<file path="src/rtl/lqi_delay.sv">
// Clock-enabled delay line for the payload that rides beside the arithmetic.
// No dependencies.
module lqi_delay #(
    parameter int W = 8,
    parameter int D = 2
) (
    input  logic         aclk,
    input  logic         ce,
    input  logic [W-1:0] din,
    output logic [W-1:0] dout
);

    logic [W-1:0] dly_reg [D];

    always_ff @(posedge aclk) begin
        if (ce) begin
            dly_reg[0] <= din;
            for (int i = 1; i < D; i++) begin
                dly_reg[i] <= dly_reg[i-1];
            end
        end
    end

    assign dout = dly_reg[D-1];

endmodule

</file>
<file path="config.mk">
export PLATFORM = sky130hd
export DESIGN_NAME = lqi_delay
export DESIGN_NICKNAME = d
export VERILOG_FILES = /design/src/rtl/lqi_delay.sv
export SDC_FILE = /design/constraint.sdc
export NUM_CORES = 1
export LEC_CHECK = 0
export BUFFER_PORTS_ARGS = -buffer_cell sky130_fd_sc_hd__buf_4
export CAP_MARGIN = 20
export CORE_AREA = 3 3 40 42
export CTS_CLUSTER_DIAMETER = 100
export DETAILED_ROUTE_END_ITERATION = 8
export DIE_AREA = 0 0 43 45
export GPL_TIMING_DRIVEN = 0
export PLACE_DENSITY_LB_ADDON = 0.12
export SYNTH_ARGS = -nofsm -noshare
export SYNTH_HDL_FRONTEND = slang
export SYNTH_SLANG_ARGS = --single-unit
</file>
<file path="constraint.sdc">
create_clock -name aclk -period 1.16 [get_ports aclk]
set_clock_uncertainty 0.15 [all_clocks]
set_input_delay 0.174 -clock aclk [delete_from_list [all_inputs] [get_ports aclk]]
set_output_delay 0.174 -clock aclk [all_outputs]
set_load 0.005 [all_outputs]
</file>
; Word level (Yosys, flattened, before mapping)
; Memory sizes are Yosys's and may differ from the RTL's.
; Cells that the tools add are included.
[op_classes]
add_sub_neg = 0
n_mul = 0
div = 0
order_cmp = 0
eq_ne = 0
n_shift = 0
muxes = 2
n_bitwise = 0
n_reduce_logical = 0
[ops]
columns = op, n
row1 = 1-bit 2-to-1 mux, 2
[word_totals]
reg_bits = 0
latch_bits = 0
mem_bits_rw = 16
mem_bits_ro = 0
output_inout_bits = 8
memories = 1
[mem_list]
columns = name, depth, width, rd, rd_clocked_by_memory_dff, wr, line_no
row1 = dly_reg, 2, 8, 2, 0, 2, 13  ; logic [W-1:0] dly_reg [D];

; Logic depth before layout (Yosys ltp)
; Gate-level depths: netlist (run 1).
[logic_depth]
word_depth = 2
ltp_mapped = 1
depth_no_buf = 0

; Least setup slack after synthesis (run 1)
; Ideal clock, no wire load.
[synth_timing]
path_type = register -> output
start = memory dly_reg[1][0] (netlist: dly_reg[0][8])
end = output dout[0]
t_arrival_ns = 0.467
required_time_ns = 0.836
slack_ns = 0.369
path_stages_with_launch = 2
path_cell_list = edfxtp_1 > buf_4
[synth_rtl]
columns = element, line_no
row1 = from (decl), 13
row2 = to (decl), 10  ; output logic [W-1:0] dout

==> results of run 1 <==
[power by group]
| part | leakage (nW) | internal (mW) | total [mW] | switching [mW] |
|---|---|---|---|---|
| Clock | 0.0154 | 0.124 | 0.268 | 0.144 |
| Sequential | 0.157 | 0.685 | 0.695 | 0.0104 |
| Combinational | 0.115 | 0.0570 | 0.0825 | 0.0255 |
[per-stage QoR]
step                      cell area [um2]  setup WS, ns
after floorplan                       541         0.369
after global placement                687         0.249
after detailed placement              687         0.234
after CTS                             733        0.0263
after global routing                  733       -0.0165
final                                 733        0.0492
[timing repair]
action                                 4_1_cts  5_1_grt
setup endpoints to repair                    8        3
endpoints found under the hold margin        8        0
hold buffers                                 8        0
[worst max path at each step]
stage	slack (ns)	from	cells after the start	end
floorplan	0.37	dly_reg[0][8]$_DFFE_PP_	1	dout[0]
global placement	0.25	dly_reg[0][9]$_DFFE_PP_	2	dout[1]
detailed placement	0.23	dly_reg[0][12]$_DFFE_PP_	2	dout[4]
CTS	0.03	dly_reg[0][12]$_DFFE_PP_	1	dout[4]
global route	-0.02	dly_reg[0][13]$_DFFE_PP_	1	dout[5]
finish	0.05	dly_reg[0][12]$_DFFE_PP_	1	dout[4]
[per-layer routing]
layer	share of wire	global-route usage	vias to the layer above	routed length, um
met5	0	0	-	0
met4	0	0.0723	0	0
met3	0.13	0.0279	0	86
met2	0.56	0.138	18	358
met1	0.31	0.0829	107	199
li1	-	-	122	-
[cells in the mapped netlist, drive strengths merged]
master and count:
edfxtp 16, buf 8
[cell type report]
class	instances	area [um2]	share of cell area
clock buffers	3	22.5	0.0307
clock inverters	1	3.75	0.00512
flip-flops and latches	16	480	0.655
well taps	15	18.8	0.0256
repair buffers	25	208	0.283
[cell families (layout without fill, tap and decap cells)]
group / after synthesis / in the layout / share of synthesized area
flops: 16 / 16 / 0.889
buf+inv: 8 / 29 / 0.111
==> summary.md, run 1 <==
| Metric | Value |
|---|---|
| Hold_sp | ce |
| CP startpoint kind | register |
| Synth area leader | edfxtp_1 |
| Worst R2R End | dly_reg[0][12]$_DFFE_PP_ |
| Critical path, cell by cell | buf_4 |
| Status | completed |
| Synthesized net count | 34 |
| Overall power | between 1 and 1.5 mW |
| Cells on worst reg2reg path | 0 |
| Hold path depth | 1 |
| DR vias | 247 |
| Max-Cap Viols | 0 |
| Final min period | roughly 1.1 ns |
| CTS tree | done |
| Mapped Cells | 24 |
| Area share of the largest cell type after synthesis | 0.889 |
| RSZ-0062 raised after global routing | yes |
| Largest net degree at the start of global routing | 17 |
| Most frequent cells in the layout | buf_4, edfxtp_1, dlygate4sd3_1, clkbuf_4, clkinv_1 |
| N_diodes | 0 |
| Max stage delay on crit path | roughly 0.38 ns |
| CP max FO | 1 |
| H-tree levels | 1 |
| Post-detailed-route wirelength per cell | roughly 11 um |
| GPL Wtd Cong | between 0.6 and 0.7 |
| Core ar. | ~1300 um2 |
| Layout Area Growth over Synthesis | 35.6% |
| Post-cts repair resize count | 0 |
| VDD IR max | between 0.0008 and 0.0009 V |
| Post-synthesis sequential area ratio | 0.889 |
| Multi-input comb cells | 0 |
| Maximum clock frequency | about 900 MHz |
| CP arrival | 0.79 ns |
| Die width | between 40 and 50 um |
| DIE HEIGHT | approximately 45 um |
| Finished Core Util | 0.571 |
| Yosys reg bits | 16 |
| CP Buf/Inv Count | 1 |
| Yosys cell types | 2 |
| Hold Slack | 0.108 ns |
| FP Rows | 13 |
| Clock sinks | 16 |
| CTS max path bufs | 2 |
| Final setup TNS | 0 ns |
| IO Port Bufs | 17 |
| Grt total ovfl | 0 |
| YS warnings | 0 |
| Fillers | between 90 and 100 |
| Root buffer cell | clkbuf_4 |
| CP Data Required Time | 0.84 ns |
| Slowest stage cell on the critical path | edfxtp_1 |
| Post-CTS setup buffer count | 0 |
| Setup slack, reg-to-reg | around 0.37 ns |
| Hold Violations, Final | 0 |
| DIE AREA | about 1900 um2 |
| Fin cells | 60 |
| Cells after DPL | 56 |
| Slew margin rel. | 0.877 |
| Global-route wire length before repair | 1060 um |
| Leak | between 0.2 and 0.3 nW |
| Total CTS buffers | 3 |
| Layout cells sized above 1 | 0.444 |
| Worst setup EP type | output pin |
| Final Slew Violations | 0 |
| Worst hold path class | in2reg |
| Measured slew at the worst slew-check pin | around 0.18 ns |
| Routed WL | around 640 um |
| Detailed Route Iter0 Violations | 2 |
| Area occupied by multi-input gates | 0 um2 |
| Mapped cell area | 541 um2 |
| Final #Nets | between 50 and 60 |
| # DRC | 0 |
| GRT Util Overall | 0.0828 |
| Num ports | 18 |
| Initial core utilization | 0.421 |
| CP delay by family, top | flip-flops |
| Avg Cell Area, Syn | ~23 um2 |
| Reg-to-Reg Start | dly_reg[0][4]$_DFFE_PP_ |
| Power density cells | between 1000 and 1500 nW/um2 |
| Post-DRT Antenna Nets | 0 |
| Antenna violations before repair | 0 |
| Largest cells by area after synthesis | edfxtp_1, buf_4 |
| Max reg flops | 16 |
| Critical path class | reg2out |
| Worst-path clk slew | approximately 0.08 ns |
| Fin crit share | 0.958 |
| Clock latency at the later pin of the worst-skew pair | between 0.2 and 0.3 ns |
| WHS Endpoint | dly_reg[0][0]$_DFFE_PP_ |
| Most common cell after layout, fill and taps aside | buf_4 |
| Via density | about 4.1 |
| Setup violators final | 0 |
| Vias in the first global route | around 240 |
| DR pass1 iterations | 2 |
No activity file was read; power rests on OpenSTA's default activity.
==> run 2, diff against run 1 <==
--- a/config.mk
+++ b/config.mk
@@ -7,11 +7,10 @@
 export LEC_CHECK = 0
 export BUFFER_PORTS_ARGS = -buffer_cell sky130_fd_sc_hd__buf_4
 export CAP_MARGIN = 20
-export CORE_AREA = 3 3 40 42
+export CORE_MARGIN = 3
+export CORE_UTILIZATION = 41
 export CTS_CLUSTER_DIAMETER = 100
 export DETAILED_ROUTE_END_ITERATION = 8
-export DIE_AREA = 0 0 43 45
-export GPL_TIMING_DRIVEN = 0
 export PLACE_DENSITY_LB_ADDON = 0.12
 export SYNTH_ARGS = -nofsm -noshare
 export SYNTH_HDL_FRONTEND = slang
==> constraint.sdc (replaced) <==
create_clock -name aclk -period 0.99 [get_ports aclk]
set_clock_uncertainty 0.15 [all_clocks]
set_input_delay 0.1485 -clock aclk [delete_from_list [all_inputs] [get_ports aclk]]
set_output_delay 0.1485 -clock aclk [all_outputs]
set_load 0.005 [all_outputs]
==> summary.md, run 2 (synthesis results as in run 1) <==
| Metric | Value |
|---|---|
| Pre-CTS setup slack | 0.170 ns (-0.0645 ns) |
| Critical path class | reg2out |
| Crit path launch | dly_reg[0][12]$_DFFE_PP_ |
| Antenna violations before repair | 0 (unchanged) |
| Sw frac | 0.172 (-0.000379) |
| Sw Pwr | 210 uW (+17%) |
| Worst setup EP type | output pin |
| Most common cell after layout, fill and taps aside | edfxtp_1 |
| Core ar. | 1170 um2 (-8.9%) |
| DR pass1 iterations | 3 (+1) |
| Worst-path clk slew | 0.08 ns (about the same) |
| # DRC | 0 (unchanged) |
| Hold Violations, Final | 0 (unchanged) |
| Measured slew at the worst slew-check pin | 0.187 ns (+0.00234 ns) |
| Hold_sp | ce |
| CP Buf/Inv Count | 1 (unchanged) |
| Detailed Route Iter0 Violations | 8 (+6) |
| Clock latency at the later pin of the worst-skew pair | 0.27 ns (about the same) |
| Root buffer cell | clkbuf_4 |
| Worst hold path class | in2reg |
| Post-detailed-route wirelength per cell | 11.3 um (+5.4%) |
| H-tree levels | 1 (unchanged) |
| Post-DRT Antenna Nets | 0 (unchanged) |
| Layout Area Growth over Synthesis | 37.5% |
| CTS tree | done |
| GRT Util Overall | 0.0912 (+0.00848) |
| CP startpoint kind | register |
| Max reg flops | 16 (unchanged) |
| DR vias | 260 (+5.3%) |
| IO Port Bufs | 17 (unchanged) |
| Final Slew Violations | 0 (unchanged) |
| Cell Area, Placed | 626 um2 (-8.9%) |
| CP delay by family, top | flip-flops |
| Reg power frac | 0.665 (about the same) |
| Area occupied by multi-input gates | 0 um2 (unchanged) |
| Clock sinks | 16 (unchanged) |
| Combinational Power Share | 0.085 (+0.006) |
| N_diodes | 0 (unchanged) |
| CP arrival | 0.78 ns (about the same) |
| Die width | 42.3 um (-1.6%) |
| Int Power | 1.02 mW (+17%) |
| Slew margin rel. | 0.875 (-0.00156) |
| Setup violators final | 8 (+8) |
| GPL Wtd Cong | 0.586 (-2.7%) |
| CP Data Required Time | 0.69 ns (-0.15 ns) |
| Vias in the first global route | 249 (+3.3%) |
| Clock share of power | 0.250 (-0.006) |
| Routed WL | 656 um (+1.9%) |
| Final #Nets | 56 (unchanged) |
| Final min period | around 1.1 ns |
| Slowest stage cell on the critical path | edfxtp_1 |
| RSZ-0062 raised after global routing | yes |
| CP max FO | 1 (unchanged) |
| Max stage delay on crit path | 0.39 ns (about the same) |
| Power density cells | 1650 nW/um2 (+16%) |
| DIE AREA | 1790 um2 (-7.5%) |
| Global-route wire length before repair | 1100 um (+3.3%) |
| Failing checks | setup timing |
| Via density | 4.48 (+8.9%) |
| Maximum clock frequency | between 900 and 1000 MHz |
| Reg-to-Reg Start | dly_reg[0][0]$_DFFE_PP_ |
| Grt total ovfl | 0 (unchanged) |
| FP Rows | 12 (-1) |
| Total CTS buffers | 3 (unchanged) |
| Fin crit share | 1.09 |
| Largest net degree at the start of global routing | 17 (unchanged) |
| DIE HEIGHT | 42.3 um (-6.0%) |
| Critical path, cell by cell | buf_6 |
| Multi-input comb cells | 0 (unchanged) |
| Initial core utilization | 0.462 (+0.0409) |
| Final instance area | 743 um2 (+1.4%) |
| Fillers | 77 (-16%) |
| Status | finished with violations |
| Most frequent cells in the layout | edfxtp_1, buf_4, dlygate4sd3_1, buf_6, clkbuf_4 |
| Num ports | 18 (unchanged) |
| CTS max path bufs | 2 (unchanged) |
| Max-Cap Viols | 0 (unchanged) |
| Layout cells sized above 1 | 0.455 (+0.0101) |
| Leak | 0.290 nW (+1.2%) |
| Post-CTS setup buffer count | 0 (unchanged) |
| Setup ws final | -0.0887 ns (-0.138 ns) |
| VDD IR max | 0.00119 V (+39%) |
==> run 2: cell type report <==
cell class | instances | area, um2 | area share
timing repair buffer | 25 | 223 | 0.300
clock buffer | 3 | 22.5 | 0.0303
sequential | 16 | 480 | 0.646
tap | 14 | 17.5 | 0.0236
==> run 2: path summary, 6_finish.rpt <==
check,to,slack [ns],cells past startpoint
worst max-delay path,dout[4],-0.09,1
worst min-delay path,dly_reg[0][4]$_DFFE_PP_,0.08,1
worst max register to register,dly_reg[0][8]$_DFFE_PP_,0.21,0
worst min register to register,dly_reg[0][9]$_DFFE_PP_,0.27,0
==> run 2: timing repair <==
action	in CTS	in global routing
endpoints found under the setup margin	8	8
gates cloned	0	0
gates resized for setup	0	4
endpoints found under the hold margin	8	0
hold buffers	8	0
==> run 2: metal layers <==
metal  wire (um)  up-vias  GRT usage
met5           0        -          0
met4           0        0     0.0745
met3          86        0     0.0558
met2         328       18      0.128
met1         241      119     0.0960
li1            -      123          -
==> run 2: power groups by stage <==
stage	Combinational [mW]	Sequential, mW	Clock [mW]
3_3_place_gp	0.0702	0.827	0
4_1_cts	0.0965	0.814	0.310
2_1_floorplan	0.0322	0.826	0
5_1_grt	0.111	0.820	0.356
6_report	0.104	0.816	0.306
3_5_place_dp	0.0721	0.829	0
==> run 2: per-stage QoR <==
step	power (mW)	hold slack, ns	std cells	utilization	TNS (ns)
after floorplan	0.858	0.0974	24	-	0
after global placement	0.897	0.177	47	0.534	0
after global routing	1.29	0.0744	58	0.635	-0.999
after detailed placement	0.902	0.178	47	0.534	0
final	1.23	0.0843	58	0.635	-0.676
after CTS	1.22	0.0852	58	0.622	-0.720
