`src/rtl/lqi_pkg.sv`:
```
// Shared constants and types of the line versus quadric intersection unit.
// No dependencies; the top module and lqi_mul import it.
package lqi_pkg;

    localparam int OUT_W      = 48;   // Q31.16 point coordinate
    localparam int QUO_BITS   = 49;   // quotient bits kept before saturation
    localparam int K_SHIFT    = 16;   // coefficient scale 2^16
    localparam int LIMB_W     = 32;   // partial product limb width
    localparam int CFG_DATA_W = 32;   // widest register
    localparam int USER_W     = 8;

    localparam logic [1:0] KIND_SPHERE   = 2'd0;
    localparam logic [1:0] KIND_CYLINDER = 2'd1;
    localparam logic [1:0] KIND_CONE     = 2'd2;
    localparam logic [1:0] KIND_RESERVED = 2'd3;

    localparam logic [1:0] REG_KIND   = 2'd0;
    localparam logic [1:0] REG_RADIUS = 2'd1;
    localparam logic [1:0] REG_CONE_K = 2'd2;

    localparam logic [1:0] HITS_NONE = 2'd0;
    localparam logic [1:0] HITS_ONE  = 2'd1;
    localparam logic [1:0] HITS_TWO  = 2'd2;

    typedef struct packed {
        logic degen;
        logic no_hit;
        logic tangent;
    } lqi_flags_t;

endpackage

```
`src/rtl/lqi_mul.sv`:
```
// Three-stage signed multiplier built from 32 by 32 limb products.
// Depends on lqi_pkg for the limb width.
module lqi_mul #(
    parameter int WA = 16,
    parameter int WB = 16
) (
    input  logic                    aclk,
    input  logic                    ce,
    input  logic signed [WA-1:0]    a,
    input  logic signed [WB-1:0]    b,
    output logic signed [WA+WB-1:0] p
);
    import lqi_pkg::*;

    localparam int LA = (WA + LIMB_W - 1) / LIMB_W;
    localparam int LB = (WB + LIMB_W - 1) / LIMB_W;
    localparam int RW = (LB + 1) * LIMB_W;
    localparam int TW = (LA + LB) * LIMB_W;
    localparam int PW = WA + WB;

    logic [WA-1:0]          mag_a;
    logic [WB-1:0]          mag_b;
    logic [LA*LIMB_W-1:0]   ext_a;
    logic [LB*LIMB_W-1:0]   ext_b;
    logic [2*LIMB_W-1:0]    pp_reg [LA][LB];
    logic [RW-1:0]          row_reg [LA];
    logic [RW-1:0]          row_next [LA];
    logic [TW-1:0]          sum;
    logic [1:0]             neg_reg;
    logic signed [PW-1:0]   p_reg;
    logic signed [PW-1:0]   p_next;

    assign mag_a = a[WA-1] ? WA'(-a) : WA'(a);
    assign mag_b = b[WB-1] ? WB'(-b) : WB'(b);
    assign ext_a = (LA*LIMB_W)'(mag_a);
    assign ext_b = (LB*LIMB_W)'(mag_b);

    // row i collects limb a[i] times all of b
    always_comb begin
        for (int i = 0; i < LA; i++) begin
            row_next[i] = '0;
            for (int j = 0; j < LB; j++) begin
                row_next[i] = row_next[i] + (RW'(pp_reg[i][j]) << (LIMB_W * j));
            end
        end
    end

    always_comb begin
        sum = '0;
        for (int i = 0; i < LA; i++) begin
            sum = sum + (TW'(row_reg[i]) << (LIMB_W * i));
        end
        p_next = $signed(PW'(sum));
        if (neg_reg[1]) begin
            p_next = -p_next;
        end
    end

    always_ff @(posedge aclk) begin
        if (ce) begin
            for (int i = 0; i < LA; i++) begin
                for (int j = 0; j < LB; j++) begin
                    pp_reg[i][j] <= ext_a[i*LIMB_W +: LIMB_W] * ext_b[j*LIMB_W +: LIMB_W];
                end
            end
            neg_reg[0] <= a[WA-1] ^ b[WB-1];
            neg_reg[1] <= neg_reg[0];
            row_reg    <= row_next;
            p_reg      <= p_next;
        end
    end

    assign p = p_reg;

endmodule

```
`config.mk`:
```
export PLATFORM = sky130hd
export DESIGN_NAME = lqi_mul
export DESIGN_NICKNAME = d
export VERILOG_FILES = /design/src/rtl/lqi_pkg.sv /design/src/rtl/lqi_mul.sv
export SDC_FILE = /design/constraint.sdc
export NUM_CORES = 1
export LEC_CHECK = 0
export ABC_AREA = 1
export BUFFER_PORTS_ARGS = -buffer_cell sky130_fd_sc_hd__buf_2
export CAP_MARGIN = 20
export CORE_MARGIN = 1.5
export CORE_UTILIZATION = 55
export CTS_CLUSTER_SIZE = 25
export DETAILED_ROUTE_END_ITERATION = 7
export GPL_ROUTABILITY_DRIVEN = 0
export PLACE_DENSITY = 0.83
export SKIP_LAST_GASP = 1
export SLEW_MARGIN = 20
export SYNTH_ARGS = -nofsm -noshare
export SYNTH_HDL_FRONTEND = slang
export SYNTH_SLANG_ARGS = --single-unit
```
`constraint.sdc`:
```
create_clock -name aclk -period 13.8 [get_ports aclk]
set_input_delay 0.69 -clock aclk [delete_from_list [all_inputs] [get_ports aclk]]
set_output_delay 0.69 -clock aclk [all_outputs]
set_load 0.01 [all_outputs]
```
Yosys cells after proc, flatten, opt, wreduce, memory -nomap -nowiden --
Memory sizes are Yosys's and may differ from the RTL's. A register that Yosys moved wholly into a read port is not among the register bits. Cells that the tools add are included.
Storage, ports and cells: flip-flop bits (word level) 34, bits in latches 0, RAM bits 32, bits in read-only memories 0, input bits 34, word-level logic and storage cells 13, memories kept 1
Cells by class: $add $sub $neg 3, multipliers 1, divide/modulo/power cells 0, order comparisons 0, equal/unequal tests 0, shift operators 0, mux-type cells 5, bitwise gates (word level) 1, reduce and logical (&&, ||, !) cells 0
Memories:
- pp_reg | words 1, bits a word 32, read ports 1, clocked after Yosys merged registers in 1, write ports 1, RTL line lqi_mul.sv:25 | logic [2*LIMB_W-1:0] pp_reg [LA][LB];
Operator list (number):
- $mul 16x16->32 | 1
- $mux 16 | 2
- $mux 32 | 1
- $neg 16->16 | 2
- $neg 32->32 | 1
- $mux 1 | 2
- $xor 1x1->1 | 1

Longest topological paths before layout --
depth after elaboration 3, mapped depth 34, depth with buffers taken out 33

Least setup slack after synthesis --
Ideal clock, no wire load.
path type input to register, start point input port a[0], end point memory pp_reg[0][25] in the netlist's numbering, data pin, arrival 6.338 ns, required time 13.547 ns, setup slack 7.209 ns, stages on the path 28, path buffers 2, cells stage by stage inv_2 > clkbuf_1 > ha_1 > nand3_2 > nor2_2 > nand2_2 > nand2_4 > o211ai_2 > nand2_1 > buf_6 > nand2_1 > fa_1 > fa_1 > fa_1 > inv_1 > fa_1 > fa_1 > inv_1 > fa_1 > inv_1 > ha_1 > nand2_1 > nor2_1 > nand2_1 > nor2_1 > nand2_1 > nand4_1 > nand2_1
On the way: cells in the longest elaborated chain, start to end 3
Ends and longest elaborated chain:
- from (decl) | RTL line lqi_mul.sv:9 | input logic signed [WA-1:0] a,
- $neg 16->16 | RTL line lqi_mul.sv:33 | assign mag_a = a[WA-1] ? WA'(-a) : WA'(a);
- $mux 16 * | RTL line lqi_mul.sv:33
- $mul 16x16->32 * | RTL line lqi_mul.sv:63 | pp_reg[i][j] <= ext_a[i*LIMB_W +: LIMB_W] * ext_b[j*LIMB_W +: LIMB_W];
- to (decl) | RTL line lqi_mul.sv:25
Mark *: on every way between the ends. The rest lies on a longest branch, timed or not.

Worst setup path after layout --
start point input port a[0], end point memory pp_reg[0][21] in the netlist's numbering, data pin
The elaborated chain is that of the path after synthesis.

==> results.rst <==
.. list-table::
   :header-rows: 1

   * - Metric
     - Value
   * - Result of the run
     - finished, final reports clean
   * - Total placed instance area
     - between 10000 and 15000 µm²
   * - Kind of launch point of the worst setup path
     - primary input
   * - Maximum fanout along the worst path
     - 14
   * - Worst-margin pin slew
     - 0.924 ns
   * - Flip-flop and latch count after synthesis
     - between 90 and 100
   * - Area fraction of the dominant cell type after synthesis
     - approximately 28%
   * - Final worst-path cycle share
     - 52.0%
   * - Leading cell types by total area after synthesis
     - sky130_fd_sc_hd__fa_1 (28%), sky130_fd_sc_hd__edfxtp_1 (21%), sky130_fd_sc_hd__nand2_1 (13%)
   * - Core region area
     - about 25000 µm²
   * - Clock transition at the register clock pins on the worst setup and hold paths after CTS
     - 0.07 ns
   * - I/O Buffers
     - 65
   * - Area of the mapped netlist
     - 14100 µm²
   * - Routed WL
     - approximately 34 mm
   * - Detailed-route via count
     - roughly 12k
   * - Number of cells upsized or downsized after cts
     - 0
   * - Number of cell instances on the worst register-to-register path
     - 4
   * - Setup WS post-layout
     - approximately 6.6 ns
   * - Finished Cell Area
     - between 10000 and 15000 µm²
   * - Shortest clock period the worst path allows after layout
     - roughly 7.2 ns
   * - Endpoint of the worst setup timing path
     - pp_reg[0][21]
   * - Buffers plus inverters on the worst setup path
     - 7
   * - Initial Util
     - 56.0%
   * - Antenna Violating Nets Remaining
     - 0
   * - Critical path origin
     - a[0]
   * - R2R Setup Slk
     - 11.50 ns
   * - Share of async-settable or async-resettable flops after synthesis
     - 0%
   * - Share of cells above drive strength 1
     - 7.23%
   * - Clock latency on the worst-skew pair
     - approximately 0.34 ns
   * - Nets in the synthesized netlist
     - ~2.1k
   * - Fill cell count
     - 2149
   * - Ant diodes
     - 0
   * - First-pass GRT wire length
     - 56.4 mm
   * - WL per Instance
     - roughly 16 µm
   * - Worst Setup Slack post-DPL
     - about 6.4 ns
   * - Number of hold-slack violations in the final timing report
     - 0
   * - Final net count
     - roughly 2.1k
   * - Final setup viols
     - 0
   * - TritonCTS clock tree
     - built
   * - Fin Clk Skew
     - between 0.008 and 0.009 ns
   * - Max-capacitance violation count
     - 0
   * - Type of the tightest min-delay check
     - flip-flop to flip-flop
   * - Post-synthesis sequential area ratio
     - a little over a fifth
   * - Post-synthesis area per instance
     - between 7 and 8 µm²
   * - Most used flip-flop cell after synthesis
     - sky130_fd_sc_hd__edfxtp_1
   * - Number of max-slew violations in the final report
     - 0
   * - Number of instances in the synthesized netlist
     - roughly 1.8k
   * - Area growth, synth to finish
     - 5.75%
   * - WP depth
     - 27
   * - Cts bufs inserted
     - 9
   * - Number of enable-type register cells in the synthesized netlist
     - 98
   * - Die outline area
     - between 20000 and 30000 µm²
   * - Most common cell type on the critical path
     - sky130_fd_sc_hd__fa_1
   * - Number of optimization iterations in the first detailed-route pass
     - 6
   * - Overall overflow remaining after global route
     - 0
   * - Count of cell types in the netlist
     - between 40 and 50
   * - Number of H-tree branching levels
     - 3
   * - Via count of the first global-routing pass
     - approximately 12k
   * - Number of antenna violations at the first check in global routing
     - 0
   * - Die outline height
     - between 150 and 200 µm
   * - # clock sinks
     - just under 100
   * - Cell type with the largest total area after synthesis
     - sky130_fd_sc_hd__fa_1
   * - Kind of end point of the critical path
     - flip-flop
   * - CP Class
     - primary input to flip-flop
   * - Clock tree root driver cell
     - sky130_fd_sc_hd__clkbuf_16
   * - Post-detailed-route via-to-cell ratio
     - 5.43
   * - Number of DRC violations after detailed-routing iteration 0
     - around 1.2k
   * - Clock buffer depth
     - 2
   * - F_max
     - ~140 MHz
   * - Slowest cell delay on critical path
     - approximately 0.55 ns
   * - Reg2Reg Launch Point
     - neg_reg[1]
   * - Slowest cell on the critical path
     - sky130_fd_sc_hd__xor2_2
   * - Synthesis Warnings
     - 0
   * - Postcts setup bufs
     - 0
   * - Endpoint of the worst register-to-register path
     - p[27]
   * - Pin count of the biggest net entering global routing
     - 99
   * - Top cell family by delay on the critical path
     - adder cells
   * - Cts-stage hold buffer count
     - 0
   * - Residual DRC count
     - 0
   * - Setup TNS
     - 0 ns
   * - Combined global-route utilization of all metal layers
     - 27.1%
   * - Worst rel slew slack
     - roughly two fifths
   * - Arrival @ worst endpoint
     - just over 7 ns
   * - Number of placement rows
     - 58
   * - HPWL after DPL
     - approximately 28 mm
   * - Setup repair after global routing missed its margin
     - no
   * - Number of top-level pins
     - 66
   * - Die width
     - roughly 160 µm
   * - Worst path required time
     - 13.90 ns
-- final cells by class --
type,instances,area (µm²),share of cell area [%]
multi-input cells,1203,9280,62.4
flip-flops and latches,98,2940,19.8
inverters,431,1620,10.9
well taps,330,413,2.78
repair buffers,65,332,2.23
clock buffers,9,225,1.52
clock inverters,7,53.8,0.362
-- placed cells by master (no fill, tap or decap), types with 2 or more instances in the layout --
cell type                   instances
sky130_fd_sc_hd__nand2_1          492
sky130_fd_sc_hd__inv_1            420
sky130_fd_sc_hd__fa_1             194
sky130_fd_sc_hd__nor2_1           178
sky130_fd_sc_hd__ha_1             107
sky130_fd_sc_hd__edfxtp_1          98
sky130_fd_sc_hd__nand3_1           81
sky130_fd_sc_hd__buf_2             64
sky130_fd_sc_hd__xor2_1            36
sky130_fd_sc_hd__a21oi_1           27
sky130_fd_sc_hd__o21ai_0           16
sky130_fd_sc_hd__inv_2             11
sky130_fd_sc_hd__nand2_2           11
sky130_fd_sc_hd__nand4_1            9
sky130_fd_sc_hd__clkbuf_16          9
sky130_fd_sc_hd__xnor2_1            7
sky130_fd_sc_hd__or2_2              5
sky130_fd_sc_hd__nor2_2             4
sky130_fd_sc_hd__o21ai_2            4
sky130_fd_sc_hd__nor2_4             3
sky130_fd_sc_hd__nor3_1             3
sky130_fd_sc_hd__nand3_2            2
sky130_fd_sc_hd__nand2_4            2
sky130_fd_sc_hd__a21oi_2            2
sky130_fd_sc_hd__or2_1              2
sky130_fd_sc_hd__xor2_2             2
sky130_fd_sc_hd__nand3b_1           2
sky130_fd_sc_hd__a21o_1             2
sky130_fd_sc_hd__clkinv_4           2
-- worst reg2reg max path, cell delays in order, from the launching register on --
cell	delay, ns
sky130_fd_sc_hd__edfxtp_1	0.95
sky130_fd_sc_hd__inv_1	0.52
sky130_fd_sc_hd__or2_2	0.43
sky130_fd_sc_hd__nand2_1	0.08
sky130_fd_sc_hd__xor2_1	0.07
-- per-layer routing --
layer	global-route usage (%)	vias to the layer above	wire length, µm
met5	0	-	0
li1	-	5320	-
met2	47.0	659	16500
met4	14.2	0	1850
met1	31.6	5494	12300
met3	5.63	156	3240
-- through the flow --
step | util [%] | hold WS (ns) | std cells
after floorplan | - | 0.400 | 1764
after global placement | 58.1 | 0.401 | 2127
after detailed placement | 58.1 | 0.405 | 2127
after CTS | 59.2 | 0.420 | 2143
after global routing | 59.2 | 0.419 | 2143
final | 59.2 | 0.419 | 2143
-- synthesized netlist by cell type, types with 2 or more instances --
cell	instances
sky130_fd_sc_hd__nand3_2	2
sky130_fd_sc_hd__a21oi_2	2
sky130_fd_sc_hd__nand2_4	2
sky130_fd_sc_hd__nor2_2	4
sky130_fd_sc_hd__o21ai_0	16
sky130_fd_sc_hd__clkbuf_1	7
sky130_fd_sc_hd__o21ai_2	4
sky130_fd_sc_hd__nor2_1	178
sky130_fd_sc_hd__buf_2	7
sky130_fd_sc_hd__nor2_4	3
sky130_fd_sc_hd__or2_1	2
sky130_fd_sc_hd__edfxtp_1	98
sky130_fd_sc_hd__nand3b_1	2
sky130_fd_sc_hd__a21oi_1	27
sky130_fd_sc_hd__nand2_2	11
sky130_fd_sc_hd__nand3_1	81
sky130_fd_sc_hd__inv_1	420
sky130_fd_sc_hd__buf_6	5
sky130_fd_sc_hd__inv_2	11
sky130_fd_sc_hd__nand2_1	492
sky130_fd_sc_hd__nand4_1	9
sky130_fd_sc_hd__xor2_1	36
sky130_fd_sc_hd__ha_1	107
sky130_fd_sc_hd__xor2_2	2
sky130_fd_sc_hd__xnor2_1	7
sky130_fd_sc_hd__a21o_1	2
sky130_fd_sc_hd__nor3_1	3
sky130_fd_sc_hd__buf_4	13
sky130_fd_sc_hd__or2_2	5
sky130_fd_sc_hd__fa_1	194
-- how the worst min path moves through the flow --
stage,from,to,slack (ns),cells past startpoint
final,pp_reg[0][11],row_reg[11],0.42,0
after global routing,pp_reg[0][5],row_reg[5],0.42,0
after CTS,pp_reg[0][11],row_reg[11],0.42,0
after detailed placement,pp_reg[0][0],row_reg[0],0.40,0
after global placement,pp_reg[0][15],row_reg[15],0.40,0
after floorplan,neg_reg[0],neg_reg[1],0.40,0
-- cell families (layout without fill, tap and decap cells) --
kind of cell    Yosys count  after routing  synth area share [%]
simple gates            801            801                  23.4
buf+inv                 463            512                  13.0
fa+ha+maj               301            301                  37.2
compound gates           55             55                  2.34
flops                    98             98                  20.9
xor+xnor                 46             46                  3.11
Power is not shown: default switching activity piles up to over one toggle a cycle in this logic, so the estimate is an artifact.
